`config.mk`:
```
export PLATFORM = sky130hd
export DESIGN_NAME = ultrasonic_echo_ranger
export DESIGN_NICKNAME = d
export VERILOG_FILES = /design/src/hdl/uer_pkg.sv /design/src/hdl/ultrasonic_echo_ranger.sv
export SDC_FILE = /design/constraint.sdc
export NUM_CORES = 1
export LEC_CHECK = 0
export BUFFER_PORTS_ARGS = -buffer_cell sky130_fd_sc_hd__buf_2
export CAP_MARGIN = 25
export CELL_PAD_IN_SITES_DETAIL_PLACEMENT = 0
export CELL_PAD_IN_SITES_GLOBAL_PLACEMENT = 1
export CORE_ASPECT_RATIO = 1.5
export CORE_MARGIN = 1.5
export CORE_UTILIZATION = 49
export CTS_BUF_LIST = sky130_fd_sc_hd__clkbuf_16
export CTS_CLUSTER_SIZE = 30
export DETAILED_ROUTE_END_ITERATION = 7
export PLACE_DENSITY_LB_ADDON = 0.1
export RECOVER_POWER = 25
export REMOVE_ABC_BUFFERS = 1
export SETUP_SLACK_MARGIN = 0.4
export SLEW_MARGIN = 20
export SYNTH_ARGS = -nofsm -noshare
export SYNTH_HDL_FRONTEND = slang
export SYNTH_SLANG_ARGS = --single-unit
```
`constraint.sdc`:
```
create_clock -name clock -period 7.2 [get_ports clock]
set_input_delay 0 -clock clock [delete_from_list [all_inputs] [get_ports clock]]
set_output_delay 0 -clock clock [all_outputs]
set_load 0.01 [all_outputs]
```
`src/hdl/uer_pkg.sv`:
```
// Shared types and constants for the ultrasonic echo ranger.
package uer_pkg;

   // Width of the echo width counter; it saturates at all ones
   localparam int COUNT_BITS = 20;

   // Field widths
   localparam int TIMEOUT_BITS = 20;
   localparam int TICK_BITS    = 8;
   localparam int ELAPSED_BITS = 21;
   localparam int WIDTH_BITS   = 20;
   localparam int DIST_BITS    = 18;
   localparam int STATUS_BITS  = 2;
   localparam int INDEX_BITS   = 2;

   // Distance = width * SOUND_MUL / SOUND_DIV, kept as quotient and remainder
   localparam int SOUND_MUL = 343;
   localparam int SOUND_DIV = 2000;
   localparam int REM_BITS  = $clog2(SOUND_DIV);

   // Register reset values
   localparam logic [TIMEOUT_BITS-1:0] TIMEOUT_RESET = TIMEOUT_BITS'(30000);
   localparam logic [TICK_BITS-1:0]    SETTLE_RESET  = TICK_BITS'(2);
   localparam logic [TICK_BITS-1:0]    PULSE_RESET   = TICK_BITS'(10);

   // Register indexes
   localparam logic [INDEX_BITS-1:0] REG_TIMEOUT = INDEX_BITS'(0);
   localparam logic [INDEX_BITS-1:0] REG_SETTLE  = INDEX_BITS'(1);
   localparam logic [INDEX_BITS-1:0] REG_PULSE   = INDEX_BITS'(2);

   // Result status codes
   localparam logic [STATUS_BITS-1:0] ST_NONE    = STATUS_BITS'(0);
   localparam logic [STATUS_BITS-1:0] ST_DONE    = STATUS_BITS'(1);
   localparam logic [STATUS_BITS-1:0] ST_TIMEOUT = STATUS_BITS'(2);

   // Measurement phases
   typedef enum logic [2:0] {
      PH_IDLE   = 3'd0,
      PH_SETTLE = 3'd1,
      PH_PULSE  = 3'd2,
      PH_RISE   = 3'd3,
      PH_FALL   = 3'd4
   } phase_type;

endpackage

```
`src/hdl/ultrasonic_echo_ranger.sv`:
```
// Ultrasonic ranger top level: trigger sequencing, echo timing and distance.
//
// Each accepted item is either a one-microsecond tick carrying the sampled echo
// level or a start command, and gives exactly one result, registered in the
// output register. A new item is taken in every cycle in which the output register
// is empty or its result is being taken, since the phase and counter update for one
// item is combinational logic; a result held back by the sink stalls the input.
// The distance is kept as a running quotient and remainder of width*343/2000, so it
// needs no multiplier or divider. Configuration writes are taken in any cycle and
// should be made while no measurement is running.
module ultrasonic_echo_ranger (
   input  logic        clock,
   input  logic        reset,
   // input items
   input  logic        req_tvalid,
   output logic        req_tready,
   input  logic [7:0]  req_tdata,   // [0] echo_level, [7:1] zero
   input  logic [0:0]  req_tuser,   // [0] cmd
   // results
   output logic        rsp_tvalid,
   input  logic        rsp_tready,
   output logic [39:0] rsp_tdata,   // [0] trig_level, [20:1] pulse_width_us,
                                    // [38:21] distance_mm, [39] zero
   output logic [1:0]  rsp_tuser,   // [1:0] status
   // configuration writes
   input  logic        csr_valid,
   output logic        csr_ready,
   input  logic [1:0]  csr_index,
   input  logic [19:0] csr_data
);

   localparam int TB = uer_pkg::TICK_BITS;
   localparam int EB = uer_pkg::ELAPSED_BITS;
   localparam int CB = uer_pkg::COUNT_BITS;
   localparam int DB = uer_pkg::DIST_BITS;
   localparam int RB = uer_pkg::REM_BITS;

   // configuration registers
   logic [uer_pkg::TIMEOUT_BITS-1:0] timeout_ff;
   logic [TB-1:0]                    settle_ff;
   logic [TB-1:0]                    pulse_ff;

   // measurement state
   uer_pkg::phase_type phase_ff, phase_in;
   logic [TB-1:0]      ticks_ff, ticks_in;
   logic [EB-1:0]      elapsed_ff, elapsed_in;
   logic [CB-1:0]      width_ff, width_in;
   logic [DB-1:0]      dist_ff, dist_in;
   logic [RB-1:0]      rem_ff, rem_in;

   // result register
   logic                           rsp_valid_ff;
   logic                           trig_ff, trig_in;
   logic [uer_pkg::STATUS_BITS-1:0] status_ff, status_in;
   logic [uer_pkg::WIDTH_BITS-1:0] rep_width_ff, rep_width_in;
   logic [DB-1:0]                  rep_dist_ff, rep_dist_in;

   logic          accept;
   logic          start;
   logic          echo;
   logic [TB-1:0] ticks_inc;
   logic [EB-1:0] elapsed_inc;
   logic          over_time;
   logic [RB:0]   rem_sum;

   assign csr_ready  = 1'b1;
   assign req_tready = !rsp_valid_ff || rsp_tready;
   assign accept     = req_tvalid && req_tready;
   assign start      = req_tuser[0];
   assign echo       = req_tdata[0];

   assign rsp_tvalid = rsp_valid_ff;
   assign rsp_tuser  = status_ff;
   assign rsp_tdata  = {1'b0, rep_dist_ff, rep_width_ff, trig_ff};

   // register writes
   always_ff @(posedge clock) begin
      if (reset) begin
         timeout_ff <= uer_pkg::TIMEOUT_RESET;
         settle_ff  <= uer_pkg::SETTLE_RESET;
         pulse_ff   <= uer_pkg::PULSE_RESET;
      end else if (csr_valid && csr_ready) begin
         unique case (csr_index)
            uer_pkg::REG_TIMEOUT: timeout_ff <= csr_data;
            uer_pkg::REG_SETTLE:  settle_ff  <= csr_data[TB-1:0];
            uer_pkg::REG_PULSE:   pulse_ff   <= csr_data[TB-1:0];
            default: ;
         endcase
      end
   end

   // shared increments and the timeout test
   always_comb begin
      ticks_inc   = ticks_ff + TB'(1);
      elapsed_inc = (elapsed_ff == {EB{1'b1}}) ? elapsed_ff : elapsed_ff + EB'(1);
      over_time   = elapsed_inc > EB'(timeout_ff);
      rem_sum     = {1'b0, rem_ff} + (RB+1)'(uer_pkg::SOUND_MUL);
   end

   // next phase, counters and result for the item at the input
   always_comb begin
      phase_in     = phase_ff;
      ticks_in     = ticks_ff;
      elapsed_in   = elapsed_ff;
      width_in     = width_ff;
      dist_in      = dist_ff;
      rem_in       = rem_ff;
      status_in    = uer_pkg::ST_NONE;
      rep_width_in = '0;
      rep_dist_in  = '0;

      if (start) begin
         // begin a ping from idle, ignore otherwise
         if (phase_ff == uer_pkg::PH_IDLE) begin
            elapsed_in = '0;
            width_in   = '0;
            dist_in    = '0;
            rem_in     = '0;
            ticks_in   = '0;
            phase_in   = (settle_ff == '0) ? uer_pkg::PH_PULSE : uer_pkg::PH_SETTLE;
         end
      end else begin
         unique case (phase_ff)
            uer_pkg::PH_IDLE: ;
            uer_pkg::PH_SETTLE: begin
               ticks_in = ticks_inc;
               if (ticks_inc >= settle_ff) begin
                  phase_in = uer_pkg::PH_PULSE;
                  ticks_in = '0;
               end
            end
            uer_pkg::PH_PULSE: begin
               ticks_in = ticks_inc;
               if (ticks_inc >= pulse_ff || ticks_inc == '0) begin
                  phase_in   = uer_pkg::PH_RISE;
                  ticks_in   = '0;
                  elapsed_in = '0;
                  width_in   = '0;
                  dist_in    = '0;
                  rem_in     = '0;
               end
            end
            uer_pkg::PH_RISE: begin
               elapsed_in = elapsed_inc;
               if (echo) begin
                  // first high tick counts as one microsecond of width
                  phase_in = uer_pkg::PH_FALL;
                  width_in = CB'(1);
                  dist_in  = '0;
                  rem_in   = RB'(uer_pkg::SOUND_MUL);
               end else if (over_time) begin
                  phase_in  = uer_pkg::PH_IDLE;
                  status_in = uer_pkg::ST_TIMEOUT;
               end
            end
            uer_pkg::PH_FALL: begin
               elapsed_in = elapsed_inc;
               if (!echo) begin
                  phase_in     = uer_pkg::PH_IDLE;
                  status_in    = uer_pkg::ST_DONE;
                  rep_width_in = uer_pkg::WIDTH_BITS'(width_ff);
                  rep_dist_in  = dist_ff;
               end else begin
                  // grow width and advance quotient/remainder in step
                  if (width_ff != {CB{1'b1}}) begin
                     width_in = width_ff + CB'(1);
                     if (rem_sum >= (RB+1)'(uer_pkg::SOUND_DIV)) begin
                        rem_in  = RB'(rem_sum - (RB+1)'(uer_pkg::SOUND_DIV));
                        dist_in = dist_ff + DB'(1);
                     end else begin
                        rem_in  = RB'(rem_sum);
                     end
                  end
                  if (over_time) begin
                     phase_in  = uer_pkg::PH_IDLE;
                     status_in = uer_pkg::ST_TIMEOUT;
                  end
               end
            end
            default: phase_in = uer_pkg::PH_IDLE;
         endcase
      end

      trig_in = (phase_in == uer_pkg::PH_PULSE);
   end

   // state update on each accepted item
   always_ff @(posedge clock) begin
      if (reset) begin
         phase_ff   <= uer_pkg::PH_IDLE;
         ticks_ff   <= '0;
         elapsed_ff <= '0;
         width_ff   <= '0;
         dist_ff    <= '0;
         rem_ff     <= '0;
      end else if (accept) begin
         phase_ff   <= phase_in;
         ticks_ff   <= ticks_in;
         elapsed_ff <= elapsed_in;
         width_ff   <= width_in;
         dist_ff    <= dist_in;
         rem_ff     <= rem_in;
      end
   end

   // hold the result until taken
   always_ff @(posedge clock) begin
      if (reset) begin
         rsp_valid_ff <= 1'b0;
      end else if (accept) begin
         rsp_valid_ff <= 1'b1;
      end else if (rsp_tready) begin
         rsp_valid_ff <= 1'b0;
      end
   end

   always_ff @(posedge clock) begin
      if (accept) begin
         trig_ff      <= trig_in;
         status_ff    <= status_in;
         rep_width_ff <= rep_width_in;
         rep_dist_ff  <= rep_dist_in;
      end
   end

endmodule

```
==> flow_summary.rst <==
.. list-table::
   :header-rows: 1

   * - Metric
     - Value
   * - Status
     - finished, violations left
   * - Violated checks
     - max-capacitance violations, max-slew violations
   * - Wire length per cell
     - 15.4 µm
   * - RSZ-0062 raised after global routing
     - false
   * - Post-route DRC
     - 0
   * - Netlist Area Pre-Place
     - just under 9000 µm²
   * - Kind of end point of the critical path
     - flop
   * - Floorplan die width
     - between 100 and 150 µm
   * - Aggregate global-route resource usage
     - between 20% and 30%
   * - Flop2flop setup slack
     - around 2300 ps
   * - Ranking of synthesized cells by area
     - dfxtp_1 27%, edfxtp_1 14%, ha_1 6.2%, nand2_1 4.9%, a21oi_1 4.4%
   * - Combinational power share
     - under 10%
   * - Number of search-and-repair iterations in the first detailed-routing pass
     - 4
   * - Most frequent cells in the layout
     - 118 x dfxtp_1, 116 x nand2_1, 94 x nor2_1
   * - Overall die area
     - 19000 µm²
   * - Clk root buf
     - clkbuf_16
   * - Post-CTS Repair Setup Buffers
     - 0
   * - Max Cap Viol
     - 3
   * - Hold Path Cell Cnt
     - 3
   * - Number of clock buffers inserted by TritonCTS
     - 17
   * - Peak ir drop on the vdd network
     - 0.000153 V
   * - Final standard cell count with taps included and fillers excluded
     - between 1000 and 1500
   * - Library cells used by synthesis
     - 77
   * - FF+latch area
     - approximately 3600 µm²
   * - Internal power
     - around 0.0015 W
   * - Final count of pins violating max slew
     - ~110
   * - Synthesized instance count
     - between 1000 and 1500
   * - Clk_lat worst skew
     - around 430 ps
   * - Leading register cell type out of synthesis
     - dfxtp_1
   * - Number of setup violations in the final report
     - 0
   * - Rows
     - 60
   * - Initial antenna violation count
     - 0
   * - Fraction of synthesized cell area in xor and xnor cells
     - under 10%
   * - Post-Synth Simple-Gate Area
     - 25.0%
   * - Slew at the pin with the worst max-slew slack
     - about 2200 ps
   * - Most common library cell in the layout ignoring fill and taps
     - dfxtp_1
   * - CTS tree
     - yes
   * - GRT Residual Overflow
     - 0
   * - Number of cells traversed by the worst register-to-register path
     - 16
   * - Clock slew at reported path FFs
     - around 60 ps
   * - Deepest clock path buffer count
     - 2
   * - Number of enable-type register cells in the synthesized netlist
     - about 40
   * - Fin. Hold Viols
     - 0
   * - Maximum frequency from static timing analysis
     - 0.205 GHz
   * - Crit path launch type
     - flop
   * - Drt first-iter violations
     - 301
   * - Cell type with the largest total area after synthesis
     - dfxtp_1
   * - Avg Cell Area, Syn
     - about 8.6 µm²
   * - Via count
     - between 7000 and 8000
   * - Share of total power in the clock network
     - between 40% and 50%
   * - Worst r2r dst
     - trig_ff$_DFFE_PP_
   * - First-pass GRT wire length
     - around 34 mm
   * - Arrival time of the worst setup path
     - 5030 ps
   * - CP startpoint
     - elapsed_ff[2]$_SDFFE_PP0P_
   * - Number of storage elements in the synthesis netlist
     - between 150 and 200
   * - Switching Share
     - a little over a quarter
   * - Power spent charging and discharging nets
     - 0.000545 W
   * - Critical-path cell with the highest stage delay
     - a211oi_1
   * - Type of the worst setup path
     - flop to flop
   * - Topmost layer with routed signal wires
     - met4
   * - Sequential share of the synthesized area
     - about two fifths
   * - Worst-path cell chain
     - and4_1 > nand4_1 > nor3_2 > nor2_1 > nand3_1 > nor2_1 > xor2_1 > ha_1 > and3_1 > nand3_1 > o211ai_1 > or4_1 > a211oi_1 > a21oi_1 > o22ai_1 > nor3_1
   * - IO Pins
     - between 80 and 90
   * - Area taken by multi-input logic gates
     - a little under 5000 µm²
   * - Met2 routed WL
     - between 10 and 15 mm
   * - Maximum single-stage delay on the critical path
     - a little under 700 ps
   * - Placeable core area
     - ~18000 µm²
   * - Leakage power
     - just under 4 nW
   * - Routed length on met1
     - a little under 9 mm
   * - Top-area cell type share of the netlist area
     - about a quarter
   * - Final Worst Setup Slack
     - between 2000 and 2500 ps
   * - Die height
     - approximately 170 µm
   * - Worst-case headroom to the max-slew limit
     - -43.8%
   * - Estimated wirelength of the detail-placed design
     - between 10 and 15 mm
   * - Area fraction in compound gates after synthesis
     - 16.9%
   * - Via count of the first global-routing pass
     - slightly above 7000
   * - Async S/R FF share, synth
     - 0%
   * - Filler instances
     - 1727
   * - Area added between synthesis and finish
     - 14.3%
   * - Met3 routed wirelength
     - just under 500 µm
   * - Period utilization
     - 67.6%
   * - Largest family of logic cells by synthesized area
     - simple AND/OR/NAND/NOR gates
   * - # port buffers
     - 71
   * - Placed Cells
     - roughly 1300
   * - Final min period
     - 4870 ps
   * - Starting density of the core
     - between 40% and 50%
   * - Antenna diode count
     - 0
   * - Routed wire length
     - 20.7 mm
   * - Seq pwr share
     - 46.6%
   * - Final-layout setup total negative slack
     - 0 ps
   * - Hold Path Class
     - primary input to flop
   * - Worst Hold Margin
     - approximately 160 ps
   * - Fraction of the mapped netlist area in adder cells
     - under 10%
   * - Maximum number of pins on one net before global-route repair
     - 45
   * - Data required time at the worst endpoint
     - between 7000 and 8000 ps
   * - Worst r2r src
     - elapsed_ff[2]$_SDFFE_PP0P_
   * - Number of H-tree branching levels
     - 4
   * - Share of the core filled with cells in the final layout
     - 57.0%
   * - Cell Pwr Density
     - about 200 nW/µm²
   * - Pre-CTS setup slack
     - approximately 2400 ps
   * - Synthesis warning total
     - 0
   * - Setup skew after layout
     - between 10 and 15 ps
   * - Sink Count
     - ~160
   * - Hold Path Sink
     - rem_ff[8]$_SDFFE_PP0P_
   * - Worst-path fanout max
     - 8
   * - Total Nets Final
     - ~1200
   * - Antenna-violating nets left
     - 0
   * - Worst hold start
     - req_tuser
   * - Multiplexer fraction of the synthesized cell area
     - 2.29%
   * - Fraction of layout cells with a size suffix above 1
     - 10.8%
   * - Placer congestion estimate
     - roughly 0.87
   * - Via count normalized by instance count
     - roughly 5.6
==> worst max path at each step <==
stage	slack [ps]	cells past startpoint	to
6_report	2330	16	trig_ff$_DFFE_PP_
5_1_grt	2030	16	phase_ff[1]$_SDFFE_PP0P_
3_3_place_gp	2390	16	trig_ff$_DFFE_PP_
2_1_floorplan	3300	16	trig_ff$_DFFE_PP_
4_1_cts	2320	16	trig_ff$_DFFE_PP_
3_5_place_dp	2370	16	trig_ff$_DFFE_PP_
==> registers in the layout, indices dropped and copies added, names as in the netlist <==
| signal | count |
|---|---|
| rep_dist_ff | 18 |
| timeout_ff | 20 |
| rsp_tvalid | 1 |
| elapsed_ff | 21 |
| rep_width_ff | 20 |
| ticks_ff | 8 |
| rsp_tuser | 2 |
| rem_ff | 11 |
| phase_ff | 3 |
| dist_ff | 18 |
| width_ff | 20 |
| settle_ff | 8 |
| pulse_ff | 8 |
| trig_ff | 1 |
==> final cells by class <==
| class | count | area share [%] |
|---|---|---|
| clock buffers | 17 | 4.18 |
| clock inverters | 15 | 1.72 |
| inverters | 56 | 2.06 |
| multi-input cells | 776 | 48.2 |
| flip-flops and latches | 159 | 35.3 |
| well taps | 217 | 2.67 |
| repair buffers | 101 | 5.91 |
==> metal layers <==
metal	track usage (%)	vias up
li1	-	3829
met1	25.0	3529
met2	42.6	110
met3	3.53	17
met4	6.25	0
met5	0	-
==> worst max-delay path, delay by kind of cell, from the launching register on <==
kind            cells  cell delay [ps]
compound gates      4             1160
xor+xnor            1              160
fa+ha+maj           1              310
flops               1              470
simple gates       10             2520
==> per-stage QoR <==
step | instance area [µm²] | total power [W]
final | 10200 | 0.00204
after global placement | 9380 | 0.00114
after global routing | 10200 | 0.00212
after floorplan | 8700 | 0.00107
after CTS | 10200 | 0.00206
after detailed placement | 9400 | 0.00114
==> synthesized netlist by cell type, types with 4 or more instances <==
master     number
nand2b_1       10
nor2_1         96
buf_4           6
nand3_1        42
nor4_1          6
nand4_1        23
or4_1           4
a22oi_1        10
or3_1           6
ha_1           44
a21oi_1        79
or2_2           6
edfxtp_1       41
o211ai_1       13
nor3_1         19
nor2b_1         8
clkbuf_1       29
mux2i_1        17
and3_1         19
o2111ai_1       4
nand2_1       116
a31oi_1         8
o21a_1          7
dfxtp_1       118
inv_1          55
o21ai_0        49
o41ai_1         6
o31ai_2         6
and2_1         46
a32o_1          4
and4_1          5
xor2_1         25
a211oi_1        9
a21o_1          5
xnor2_1        21
nand3b_1        6
o31ai_1         5
buf_2           7
==> cells by family after synthesis <==
family,count (synthesis)
fa+ha+maj,44
flops,159
mux,20
simple gates,432
other cells,2
buf+inv,101
xor+xnor,46
compound gates,232
==> power by group through the flow <==
| stage | clock, W | combinational [W] | sequential, W |
|---|---|---|---|
| floorplan | 0 | 0.0000974 | 0.000977 |
| CTS | 0.000929 | 0.000182 | 0.000952 |
| finish | 0.000912 | 0.000178 | 0.000952 |
| global route | 0.000966 | 0.000198 | 0.000955 |
| global placement | 0 | 0.000169 | 0.000972 |
| detailed placement | 0 | 0.000171 | 0.000973 |
==> repair_timing <==
item / 4_1_cts / 5_1_grt
hold endpoints to repair: 38 / 0
hold buffers: 23 / 0
resized for setup: 0 / 0
Note: power is estimated with default switching activity, not from simulation.
